===== src/rtl/sspq_pkg.sv =====
package sspq_pkg;

  // Field widths fixed by the channel definitions
  localparam int TIME_W  = 32;
  localparam int SLOT_W  = 33;
  localparam int PER_W   = 10;
  localparam int LEVEL_W = 3;
  localparam int TAG_W   = 16;

  localparam logic [PER_W-1:0] PER_RESET = 10'd5;

  // Remainder unit: bits retired per cycle and number of rounds
  localparam int DIV_STEPS  = 4;
  localparam int DIV_ROUNDS = TIME_W / DIV_STEPS;
  localparam int DIV_CNT_W  = $clog2(DIV_ROUNDS);

  localparam logic CMD_ARRIVAL = 1'b0;
  localparam logic CMD_FLUSH   = 1'b1;

  localparam logic KIND_SERVED = 1'b0;
  localparam logic KIND_REJECT = 1'b1;

  typedef struct packed {
    logic pop;   // shift every cell toward the head
    logic push;  // insert the new entry at its ordered place
  } cell_ctl_t;

endpackage


===== src/rtl/sspq_if.sv =====
interface sspq_in_if;
  logic                              valid;
  logic                              ready;
  logic                              cmd;
  logic [sspq_pkg::TIME_W-1:0]       arrival_time;
  logic [sspq_pkg::LEVEL_W-1:0]      level;
  logic [sspq_pkg::TAG_W-1:0]        tag;

  modport source (output valid, cmd, arrival_time, level, tag, input ready);
  modport sink   (input valid, cmd, arrival_time, level, tag, output ready);
endinterface

interface sspq_out_if;
  logic                              valid;
  logic                              ready;
  logic                              kind;
  logic [sspq_pkg::TAG_W-1:0]        served_tag;
  logic                              last;

  modport source (output valid, kind, served_tag, last, input ready);
  modport sink   (input valid, kind, served_tag, last, output ready);
endinterface

interface sspq_cfg_if;
  logic                              valid;
  logic                              ready;
  logic [sspq_pkg::PER_W-1:0]        slot_period;

  modport source (output valid, slot_period, input ready);
  modport sink   (input valid, slot_period, output ready);
endinterface


===== src/rtl/sspq_cell.sv =====
module sspq_cell #(
  parameter int LW = 2,
  parameter int TW = 16
) (
  input  logic                clk,
  input  sspq_pkg::cell_ctl_t ctl,
  input  logic                occ,
  input  logic [LW-1:0]       new_lvl,
  input  logic [TW-1:0]       new_tag,
  input  logic                left_ge,
  input  logic [LW-1:0]       left_lvl,
  input  logic [TW-1:0]       left_tag,
  input  logic [LW-1:0]       right_lvl,
  input  logic [TW-1:0]       right_tag,
  output logic [LW-1:0]       lvl,
  output logic [TW-1:0]       tag,
  output logic                ge
);

  logic [LW-1:0] lvl_r;
  logic [TW-1:0] tag_r;

  // Entry stays ahead of the newcomer when it is at the same or a higher level
  assign ge  = occ && (lvl_r >= new_lvl);
  assign lvl = lvl_r;
  assign tag = tag_r;

  always_ff @(posedge clk) begin
    if (ctl.pop) begin
      lvl_r <= right_lvl;
      tag_r <= right_tag;
    end else if (ctl.push && !ge) begin
      if (left_ge) begin
        lvl_r <= new_lvl;
        tag_r <= new_tag;
      end else begin
        lvl_r <= left_lvl;
        tag_r <= left_tag;
      end
    end
  end

endmodule


===== src/rtl/sspq_rem.sv =====
module sspq_rem (
  input  logic                          clk,
  input  logic                          rst_n,
  input  logic                          start,
  input  logic [sspq_pkg::TIME_W-1:0]   dividend,
  input  logic [sspq_pkg::PER_W-1:0]    divisor,
  output logic                          done,
  output logic [sspq_pkg::PER_W-1:0]    rem
);

  logic [sspq_pkg::TIME_W-1:0]    d_r;
  logic [sspq_pkg::PER_W-1:0]     rem_r;
  logic [sspq_pkg::PER_W-1:0]     rem_nxt;
  logic [sspq_pkg::DIV_CNT_W-1:0] cnt_r;
  logic                           busy_r;
  logic                           done_r;

  // Retire DIV_STEPS dividend bits, restoring form
  always_comb begin
    logic [sspq_pkg::PER_W:0] w;
    rem_nxt = rem_r;
    for (int j = 0; j < sspq_pkg::DIV_STEPS; j++) begin
      w = {rem_nxt, d_r[sspq_pkg::TIME_W-1-j]};
      if (w >= {1'b0, divisor}) begin
        w = w - {1'b0, divisor};
      end
      rem_nxt = w[sspq_pkg::PER_W-1:0];
    end
  end

  always_ff @(posedge clk) begin
    if (!rst_n) begin
      busy_r <= 1'b0;
      done_r <= 1'b0;
      cnt_r  <= '0;
    end else begin
      done_r <= 1'b0;
      if (start) begin
        busy_r <= 1'b1;
        cnt_r  <= '0;
      end else if (busy_r) begin
        cnt_r <= cnt_r + 1'b1;
        if (cnt_r == sspq_pkg::DIV_CNT_W'(sspq_pkg::DIV_ROUNDS - 1)) begin
          busy_r <= 1'b0;
          done_r <= 1'b1;
        end
      end
    end
  end

  always_ff @(posedge clk) begin
    if (start) begin
      d_r   <= dividend;
      rem_r <= '0;
    end else if (busy_r) begin
      d_r   <= d_r << sspq_pkg::DIV_STEPS;
      rem_r <= rem_nxt;
    end
  end

  assign done = done_r;
  assign rem  = rem_r;

endmodule


===== src/rtl/slotted_strict_priority_queue.sv =====
// Strict priority queue with LEVELS levels and first-come order within a level,
// served in time slots that fall every slot_period ticks from tick 0. An arrival
// first runs every slot strictly before its arrival time, one transfer on the
// out channel per served entry (highest level, oldest first), then stores the
// entry, or answers with a single reject transfer (kind 1, its own tag) when
// CAPACITY entries are already queued. A flush transfers every entry in service
// order. The final transfer caused by an input carries last. A slot_period of 0
// acts as 1; a level of 0 acts as 1 and a level above LEVELS acts as LEVELS.
// Items are taken one at a time. When the queue runs dry while slots remain,
// the slot clock is realigned by a remainder unit that retires four bits of
// the 32-bit time gap per cycle. Each served entry waits while the out
// channel stalls. Entries live in a row of CAPACITY cells kept in service
// order; the head cell feeds the output and an insert opens a gap at the
// entry's place. slot_period may be written only while the block is idle.
module slotted_strict_priority_queue #(
  parameter int CAPACITY = 64,
  parameter int LEVELS   = 4,
  parameter int TAG_BITS = 16
) (
  input  logic         clk,
  input  logic         rst_n,
  sspq_in_if.sink      in_chan,
  sspq_out_if.source   out_chan,
  sspq_cfg_if.sink     cfg_chan
);

  localparam int LW = $clog2(LEVELS);
  localparam int TW = (TAG_BITS < sspq_pkg::TAG_W) ? TAG_BITS : sspq_pkg::TAG_W;
  localparam int CW = $clog2(CAPACITY + 1);

  typedef enum logic [4:0] {
    S_IDLE  = 5'b00001,
    S_SERVE = 5'b00010,
    S_REM   = 5'b00100,
    S_FIN   = 5'b01000,
    S_FLUSH = 5'b10000
  } state_t;

  state_t state_r, state_nxt;

  // Held input item
  logic [sspq_pkg::TIME_W-1:0]  t_r;
  logic [LW-1:0]                lvl_r;
  logic [TW-1:0]                tag_r;

  logic [sspq_pkg::SLOT_W-1:0]  next_r, next_nxt;
  logic [CW-1:0]                count_r, count_nxt;
  logic [sspq_pkg::PER_W-1:0]   per_r;

  // Output register
  logic                         out_valid_r, out_valid_nxt;
  logic                         out_kind_r, out_kind_nxt;
  logic [sspq_pkg::TAG_W-1:0]   out_tag_r, out_tag_nxt;
  logic                         out_last_r, out_last_nxt;

  logic                         out_free;
  logic [sspq_pkg::SLOT_W-1:0]  t_ext;
  logic [sspq_pkg::SLOT_W-1:0]  nsum;
  logic                         slot_due;
  logic                         serve_ok;
  logic                         full;
  logic                         rem_start;
  logic                         rem_done;
  logic [sspq_pkg::PER_W-1:0]   rem_val;
  logic [sspq_pkg::PER_W-1:0]   pad;
  logic [LW-1:0]                in_lvl_idx;
  sspq_pkg::cell_ctl_t          ctl;

  logic [LW-1:0]                cell_lvl [CAPACITY];
  logic [TW-1:0]                cell_tag [CAPACITY];
  logic                         cell_ge  [CAPACITY];
  logic                         cell_occ [CAPACITY];

  assign in_chan.ready  = (state_r == S_IDLE);
  assign cfg_chan.ready = 1'b1;

  assign out_chan.valid      = out_valid_r;
  assign out_chan.kind       = out_kind_r;
  assign out_chan.served_tag = out_tag_r;
  assign out_chan.last       = out_last_r;

  assign out_free = !out_valid_r || out_chan.ready;
  assign t_ext    = {1'b0, t_r};
  assign nsum     = next_r + {{(sspq_pkg::SLOT_W - sspq_pkg::PER_W){1'b0}}, per_r};
  assign slot_due = next_r < t_ext;
  assign serve_ok = slot_due && (count_r != '0);
  assign full     = (count_r == CW'(CAPACITY));
  assign pad      = (rem_val == '0) ? '0 : per_r - rem_val;

  // Clamp the level into range and turn it into a zero-based index
  always_comb begin
    if (in_chan.level == '0) begin
      in_lvl_idx = '0;
    end else if (int'(in_chan.level) > LEVELS) begin
      in_lvl_idx = LW'(LEVELS - 1);
    end else begin
      in_lvl_idx = LW'(in_chan.level - 1'b1);
    end
  end

  always_comb begin
    state_nxt     = state_r;
    next_nxt      = next_r;
    count_nxt     = count_r;
    out_kind_nxt  = out_kind_r;
    out_tag_nxt   = out_tag_r;
    out_last_nxt  = out_last_r;
    out_valid_nxt = out_valid_r && !out_chan.ready;
    ctl           = '0;
    rem_start     = 1'b0;

    case (state_r)
      S_IDLE: begin
        if (in_chan.valid) begin
          state_nxt = (in_chan.cmd == sspq_pkg::CMD_FLUSH) ? S_FLUSH : S_SERVE;
        end
      end
      S_SERVE: begin
        if (serve_ok) begin
          if (out_free) begin
            ctl.pop       = 1'b1;
            count_nxt     = count_r - 1'b1;
            next_nxt      = nsum;
            out_valid_nxt = 1'b1;
            out_kind_nxt  = sspq_pkg::KIND_SERVED;
            out_tag_nxt   = sspq_pkg::TAG_W'(cell_tag[0]);
            // Last when the next slot is not due or the queue runs dry
            out_last_nxt  = !(nsum < t_ext) || (count_r == CW'(1));
          end
        end else if (slot_due) begin
          rem_start = 1'b1;
          state_nxt = S_REM;
        end else begin
          state_nxt = S_FIN;
        end
      end
      S_REM: begin
        // Jump to the first slot at or after the arrival
        if (rem_done) begin
          next_nxt  = t_ext + {{(sspq_pkg::SLOT_W - sspq_pkg::PER_W){1'b0}}, pad};
          state_nxt = S_FIN;
        end
      end
      S_FIN: begin
        if (full) begin
          if (out_free) begin
            out_valid_nxt = 1'b1;
            out_kind_nxt  = sspq_pkg::KIND_REJECT;
            out_tag_nxt   = sspq_pkg::TAG_W'(tag_r);
            out_last_nxt  = 1'b1;
            state_nxt     = S_IDLE;
          end
        end else begin
          ctl.push  = 1'b1;
          count_nxt = count_r + 1'b1;
          state_nxt = S_IDLE;
        end
      end
      S_FLUSH: begin
        if (count_r == '0) begin
          state_nxt = S_IDLE;
        end else if (out_free) begin
          ctl.pop       = 1'b1;
          count_nxt     = count_r - 1'b1;
          out_valid_nxt = 1'b1;
          out_kind_nxt  = sspq_pkg::KIND_SERVED;
          out_tag_nxt   = sspq_pkg::TAG_W'(cell_tag[0]);
          out_last_nxt  = (count_r == CW'(1));
        end
      end
      default: begin
        state_nxt = S_IDLE;
      end
    endcase
  end

  always_ff @(posedge clk) begin
    if (!rst_n) begin
      state_r     <= S_IDLE;
      next_r      <= '0;
      count_r     <= '0;
      out_valid_r <= 1'b0;
      per_r       <= sspq_pkg::PER_RESET;
    end else begin
      state_r     <= state_nxt;
      next_r      <= next_nxt;
      count_r     <= count_nxt;
      out_valid_r <= out_valid_nxt;
      // Hold the effective period: zero acts as one
      if (cfg_chan.valid) begin
        per_r <= (cfg_chan.slot_period == '0) ? sspq_pkg::PER_W'(1) : cfg_chan.slot_period;
      end
    end
  end

  always_ff @(posedge clk) begin
    out_kind_r <= out_kind_nxt;
    out_tag_r  <= out_tag_nxt;
    out_last_r <= out_last_nxt;
    if (in_chan.valid && in_chan.ready) begin
      t_r   <= in_chan.arrival_time;
      lvl_r <= in_lvl_idx;
      tag_r <= in_chan.tag[TW-1:0];
    end
  end

  sspq_rem u_rem (
    .clk      (clk),
    .rst_n    (rst_n),
    .start    (rem_start),
    .dividend (t_r - next_r[sspq_pkg::TIME_W-1:0]),
    .divisor  (per_r),
    .done     (rem_done),
    .rem      (rem_val)
  );

  // Row of cells in service order; cell 0 is the head
  for (genvar i = 0; i < CAPACITY; i++) begin : g_cell
    logic          l_ge;
    logic [LW-1:0] l_lvl;
    logic [TW-1:0] l_tag;
    logic [LW-1:0] r_lvl;
    logic [TW-1:0] r_tag;

    assign cell_occ[i] = (count_r > CW'(i));

    if (i == 0) begin : g_head
      assign l_ge  = 1'b1;
      assign l_lvl = lvl_r;
      assign l_tag = tag_r;
    end else begin : g_body
      assign l_ge  = cell_ge[i-1];
      assign l_lvl = cell_lvl[i-1];
      assign l_tag = cell_tag[i-1];
    end

    if (i == CAPACITY - 1) begin : g_tail
      assign r_lvl = cell_lvl[i];
      assign r_tag = cell_tag[i];
    end else begin : g_inner
      assign r_lvl = cell_lvl[i+1];
      assign r_tag = cell_tag[i+1];
    end

    sspq_cell #(
      .LW (LW),
      .TW (TW)
    ) u_cell (
      .clk       (clk),
      .ctl       (ctl),
      .occ       (cell_occ[i]),
      .new_lvl   (lvl_r),
      .new_tag   (tag_r),
      .left_ge   (l_ge),
      .left_lvl  (l_lvl),
      .left_tag  (l_tag),
      .right_lvl (r_lvl),
      .right_tag (r_tag),
      .lvl       (cell_lvl[i]),
      .tag       (cell_tag[i]),
      .ge        (cell_ge[i])
    );
  end

endmodule


===== src/flat_wrapper.sv =====
// flat-port wrapper written by rule: the top's interface ports become plain ports
module slotted_strict_priority_queue_flat 
#(
  parameter int CAPACITY = 64,
  parameter int LEVELS   = 4,
  parameter int TAG_BITS = 16
)
  (clk, rst_n, in_chan_valid, in_chan_cmd, in_chan_arrival_time, in_chan_level, in_chan_tag, in_chan_ready, out_chan_valid, out_chan_kind, out_chan_served_tag, out_chan_last, out_chan_ready, cfg_chan_valid, cfg_chan_slot_period, cfg_chan_ready);
  sspq_in_if in_chan_i ();
  sspq_out_if out_chan_i ();
  sspq_cfg_if cfg_chan_i ();
  input  logic clk;
  input  logic rst_n;
  input wire logic [$bits(in_chan_i.valid)-1:0] in_chan_valid;
  input wire logic [$bits(in_chan_i.cmd)-1:0] in_chan_cmd;
  input wire logic [$bits(in_chan_i.arrival_time)-1:0] in_chan_arrival_time;
  input wire logic [$bits(in_chan_i.level)-1:0] in_chan_level;
  input wire logic [$bits(in_chan_i.tag)-1:0] in_chan_tag;
  output wire logic [$bits(in_chan_i.ready)-1:0] in_chan_ready;
  output wire logic [$bits(out_chan_i.valid)-1:0] out_chan_valid;
  output wire logic [$bits(out_chan_i.kind)-1:0] out_chan_kind;
  output wire logic [$bits(out_chan_i.served_tag)-1:0] out_chan_served_tag;
  output wire logic [$bits(out_chan_i.last)-1:0] out_chan_last;
  input wire logic [$bits(out_chan_i.ready)-1:0] out_chan_ready;
  input wire logic [$bits(cfg_chan_i.valid)-1:0] cfg_chan_valid;
  input wire logic [$bits(cfg_chan_i.slot_period)-1:0] cfg_chan_slot_period;
  output wire logic [$bits(cfg_chan_i.ready)-1:0] cfg_chan_ready;
  assign in_chan_i.valid = in_chan_valid;
  assign in_chan_i.cmd = in_chan_cmd;
  assign in_chan_i.arrival_time = in_chan_arrival_time;
  assign in_chan_i.level = in_chan_level;
  assign in_chan_i.tag = in_chan_tag;
  assign in_chan_ready = in_chan_i.ready;
  assign out_chan_valid = out_chan_i.valid;
  assign out_chan_kind = out_chan_i.kind;
  assign out_chan_served_tag = out_chan_i.served_tag;
  assign out_chan_last = out_chan_i.last;
  assign out_chan_i.ready = out_chan_ready;
  assign cfg_chan_i.valid = cfg_chan_valid;
  assign cfg_chan_i.slot_period = cfg_chan_slot_period;
  assign cfg_chan_ready = cfg_chan_i.ready;
  slotted_strict_priority_queue #(.CAPACITY(CAPACITY), .LEVELS(LEVELS), .TAG_BITS(TAG_BITS)) u_core (.clk(clk), .rst_n(rst_n), .in_chan(in_chan_i), .out_chan(out_chan_i), .cfg_chan(cfg_chan_i));
endmodule

===== config.mk =====
export PLATFORM = sky130hd
export DESIGN_NAME = slotted_strict_priority_queue_flat
export DESIGN_NICKNAME = d
export VERILOG_FILES = /design/src/rtl/sspq_pkg.sv /design/src/rtl/sspq_if.sv /design/src/rtl/sspq_cell.sv /design/src/rtl/sspq_rem.sv /design/src/rtl/slotted_strict_priority_queue.sv /design/src/flat_wrapper.sv
export SDC_FILE = /design/constraint.sdc
export NUM_CORES = 2
export LEC_CHECK = 0
export BUFFER_PORTS_ARGS = -buffer_cell sky130_fd_sc_hd__buf_2
export CAP_MARGIN = 40
export CORE_ASPECT_RATIO = 0.7
export CORE_MARGIN = 2
export CORE_UTILIZATION = 51
export DETAILED_ROUTE_END_ITERATION = 6
export PLACE_DENSITY_LB_ADDON = 0.1
export SYNTH_ARGS = -nofsm -noshare
export SYNTH_HDL_FRONTEND = slang
export SYNTH_SLANG_ARGS = --single-unit

===== constraint.sdc =====
create_clock -name clk -period 11.3 [get_ports clk]
set_input_delay 2.26 -clock clk [delete_from_list [all_inputs] [get_ports clk]]
set_output_delay 2.26 -clock clk [all_outputs]
set_load 0.1 [all_outputs]

==> results.json <==
{
  "grt_pass1_vias": 53672,
  "clk_pin_slew_ns": 0.06,
  "peakVddDrop_uv": 681,
  "crit_path_start_kind": "flop",
  "syn_avg_cell_area_um2": 10.4,
  "synthArstFlopShare": 0,
  "synth_top_flop_cell": "edfxtp_1",
  "maxSlewHeadroom": 0.225,
  "power.density_nw_per_um2": 223,
  "yosysWarnings": 0,
  "post_cts_buffers": 0,
  "finalCritPeriodShare": 0.921,
  "postSynthCellCount": 7249,
  "grt_pass1_wl_um": 343000,
  "synth.net_count": 7623,
  "drive_gt1_frac": 0.0916,
  "rsz0062_at_grt": "no",
  "die_h_um": 326,
  "whs_ns": 0.500,
  "die-area_um2": 151000,
  "first_pass_iters": 6,
  "h-tree-depth": 4,
  "hold_path_class": "reg2reg",
  "cellLeakagePower_nw": 26.1,
  "insertion_delay_ns": 0.79,
  "gp_congestion": 0.932,
  "synth_top_area_frac": 0.497,
  "antenna_found_initial": 7,
  "drc_errors": 0,
  "max_cap_violations": 0,
  "cts_resized": 0,
  "crit_arrival_ns": 11.08,
  "antenna_left": 0,
  "avgViaCountPerCell": 6.08,
  "grt_max_degree": 280,
  "worst_setup_path_end_kind": "flop",
  "core_um2": 147000,
  "setup_tns_ns": 0,
  "path_max_fanout": 12,
  "crit_type": "reg2reg",
  "drt_iter0_drc": 6170,
  "clock_sinks": 1323,
  "yosysTopAreaCell": "edfxtp_1",
  "grt_usage": 0.293,
  "p_comb_frac": 0.465,
  "fin_crit_ns": 10.41,
  "synth.most_common_cell": "nand2_1",
  "cpMaxStageDelayCell": "or4b_2",
  "fin_worst_skew_ns": 0.0211,
  "hold_buffers": 0,
  "synth_area_leaders": "edfxtp_1 50%, mux2i_1 15%, o21ai_0 8.5%",
  "rows": 118,
  "synth.distinct_cells": 78,
  "area_delta_synth_final_pct": 10.1,
  "grt_overflow": 0,
  "ys_seq_area_frac": 0.516,
  "synth.ff_latch_count": 1323,
  "dpl.hpwl_um": 158000,
  "tightest_slew_ns": 1.16,
  "ctsRootBufferMaster": "clkbuf_16",
  "cts_tree": "built",
  "port_buffers": 86,
  "fmax_ghz": 0.0961,
  "net-switching-power_mw": 6.72,
  "netlist_area_um2": 75600,
  "drv_slew": 0,
  "p_int_mw": 11.8,
  "cp.required_ns": 11.97,
  "io_pins": 88,
  "fillCellCount": 12770,
  "power.clock.fraction": 0.237,
  "outcome": "completed",
  "netSwitchingFraction": 0.362,
  "synth-edff-count": 1252,
  "setup_violations": 0,
  "die_x_um": 464,
  "start_util": 0.513,
  "cts_buffer_depth": 3,
  "max_stage_delay_ns": 0.67,
  "drt-total-wl_um": 227000,
  "final_nets": 7548,
  "vias": 56268,
  "wl_per_cell_um": 24.5,
  "p_seq_frac": 0.298,
  "synth_common_cells": "1,328 x nand2_1, 1,290 x o21ai_0, 1,252 x edfxtp_1, 1,127 x mux2i_1, 510 x clkbuf_1",
  "hold_viol": 0,
  "cts_buffers": 139
}
-- through the flow --
stage,cells,utilization,cell area [um^2],worst slack [ns],power [mW]
3_3_place_gp,8984,0.533,78600,0.940,14.2
2_1_floorplan,7249,-,75600,1.37,10.9
6_report,9260,0.564,83300,0.893,18.6
5_1_grt,9258,0.564,83300,0.233,19.6
4_1_cts,9257,0.564,83200,0.927,18.6
3_5_place_dp,9012,0.536,79100,0.971,14.2
-- power groups by stage --
stage	Clock, mW	Combinational (mW)	Sequential [mW]
floorplan	0	5.34	5.59
global placement	0	8.60	5.64
detailed placement	0	8.52	5.64
CTS	4.47	8.57	5.54
global route	4.64	9.43	5.55
finish	4.40	8.64	5.54
-- placed cells by master, fill, tap and decap left out, types with 43 or more instances in the layout --
cell	n
clkbuf_1	43
a21oi_1	205
mux2i_1	1127
a21o_1	46
nand3_1	57
dfxtp_1	71
o21ai_0	1228
clkbuf_16	144
nand2_1	1327
buf_4	227
xnor2_1	85
inv_1	196
edfxtp_1	1252
nand2b_1	92
ha_1	299
mux2_2	48
o21ai_1	61
buf_2	91
nor2_1	147
-- registers in the layout (all words and copies together), names as in the netlist, 16 cells and up --
name / count
u_core.g_cell.l_tag: 16
u_core.g_cell.u_cell.lvl: 128
u_core.g_cell.u_cell.tag: 1024
u_core.next_r: 33
u_core.out_chan.served_tag: 16
u_core.t_r: 32
u_core.u_rem.d_r: 32
-- path summary, 6_finish.rpt --
check / startpoint / end / slack (ns) / depth (start not counted)
hold reg to reg: u_core.u_rem.cnt_r[2] / u_core.u_rem.cnt_r[2] / 0.50 / 2
setup reg to reg: u_core.per_r[8] / u_core.u_rem.rem[0] / 0.89 / 39
hold / removal: u_core.u_rem.cnt_r[2] / u_core.u_rem.cnt_r[2] / 0.50 / 2
setup / recovery: u_core.per_r[8] / u_core.u_rem.rem[0] / 0.89 / 39
-- kinds of logic after synthesis --
logic type,share of synthesized area
fa+ha+maj,0.0516
compound gates,0.124
buf+inv,0.0381
flops,0.516
xor+xnor,0.0140
mux,0.156
other cells,0.0000496
simple gates,0.0998
-- critical path, delay by kind of cell (launching register included) --
kind                     cells  cell delay, ns
AO/OA/AOI/OAI               18            3.90
AND/OR/NAND/NOR             10            2.96
adder cells (fa/ha/maj)      4            1.29
buffers and inverters        5            1.11
multiplexers                 2            0.69
flip-flops                   1            0.33
-- cell type report --
type                       instances  area [um^2]  share of cell area
clock buffer                     188         3780              0.0454
timing repair buffer             347         2770              0.0332
multi-input combinational       5165        34100               0.410
inverter                         198          743             0.00893
antenna                            2         5.00           0.0000601
tap                             1980         2480              0.0298
sequential                      1323        39000               0.469
clock inverter                    57          373             0.00448
-- layer usage --
layer  part of all wire  vias up  global-route usage
met2               0.40     2067               0.394
met5                  0        -                   0
met4              0.017        0              0.0625
li1                   -    26042                   -
met3              0.089      231              0.0602
met1               0.49    27928               0.477
(Power assumes the default switching activity.)
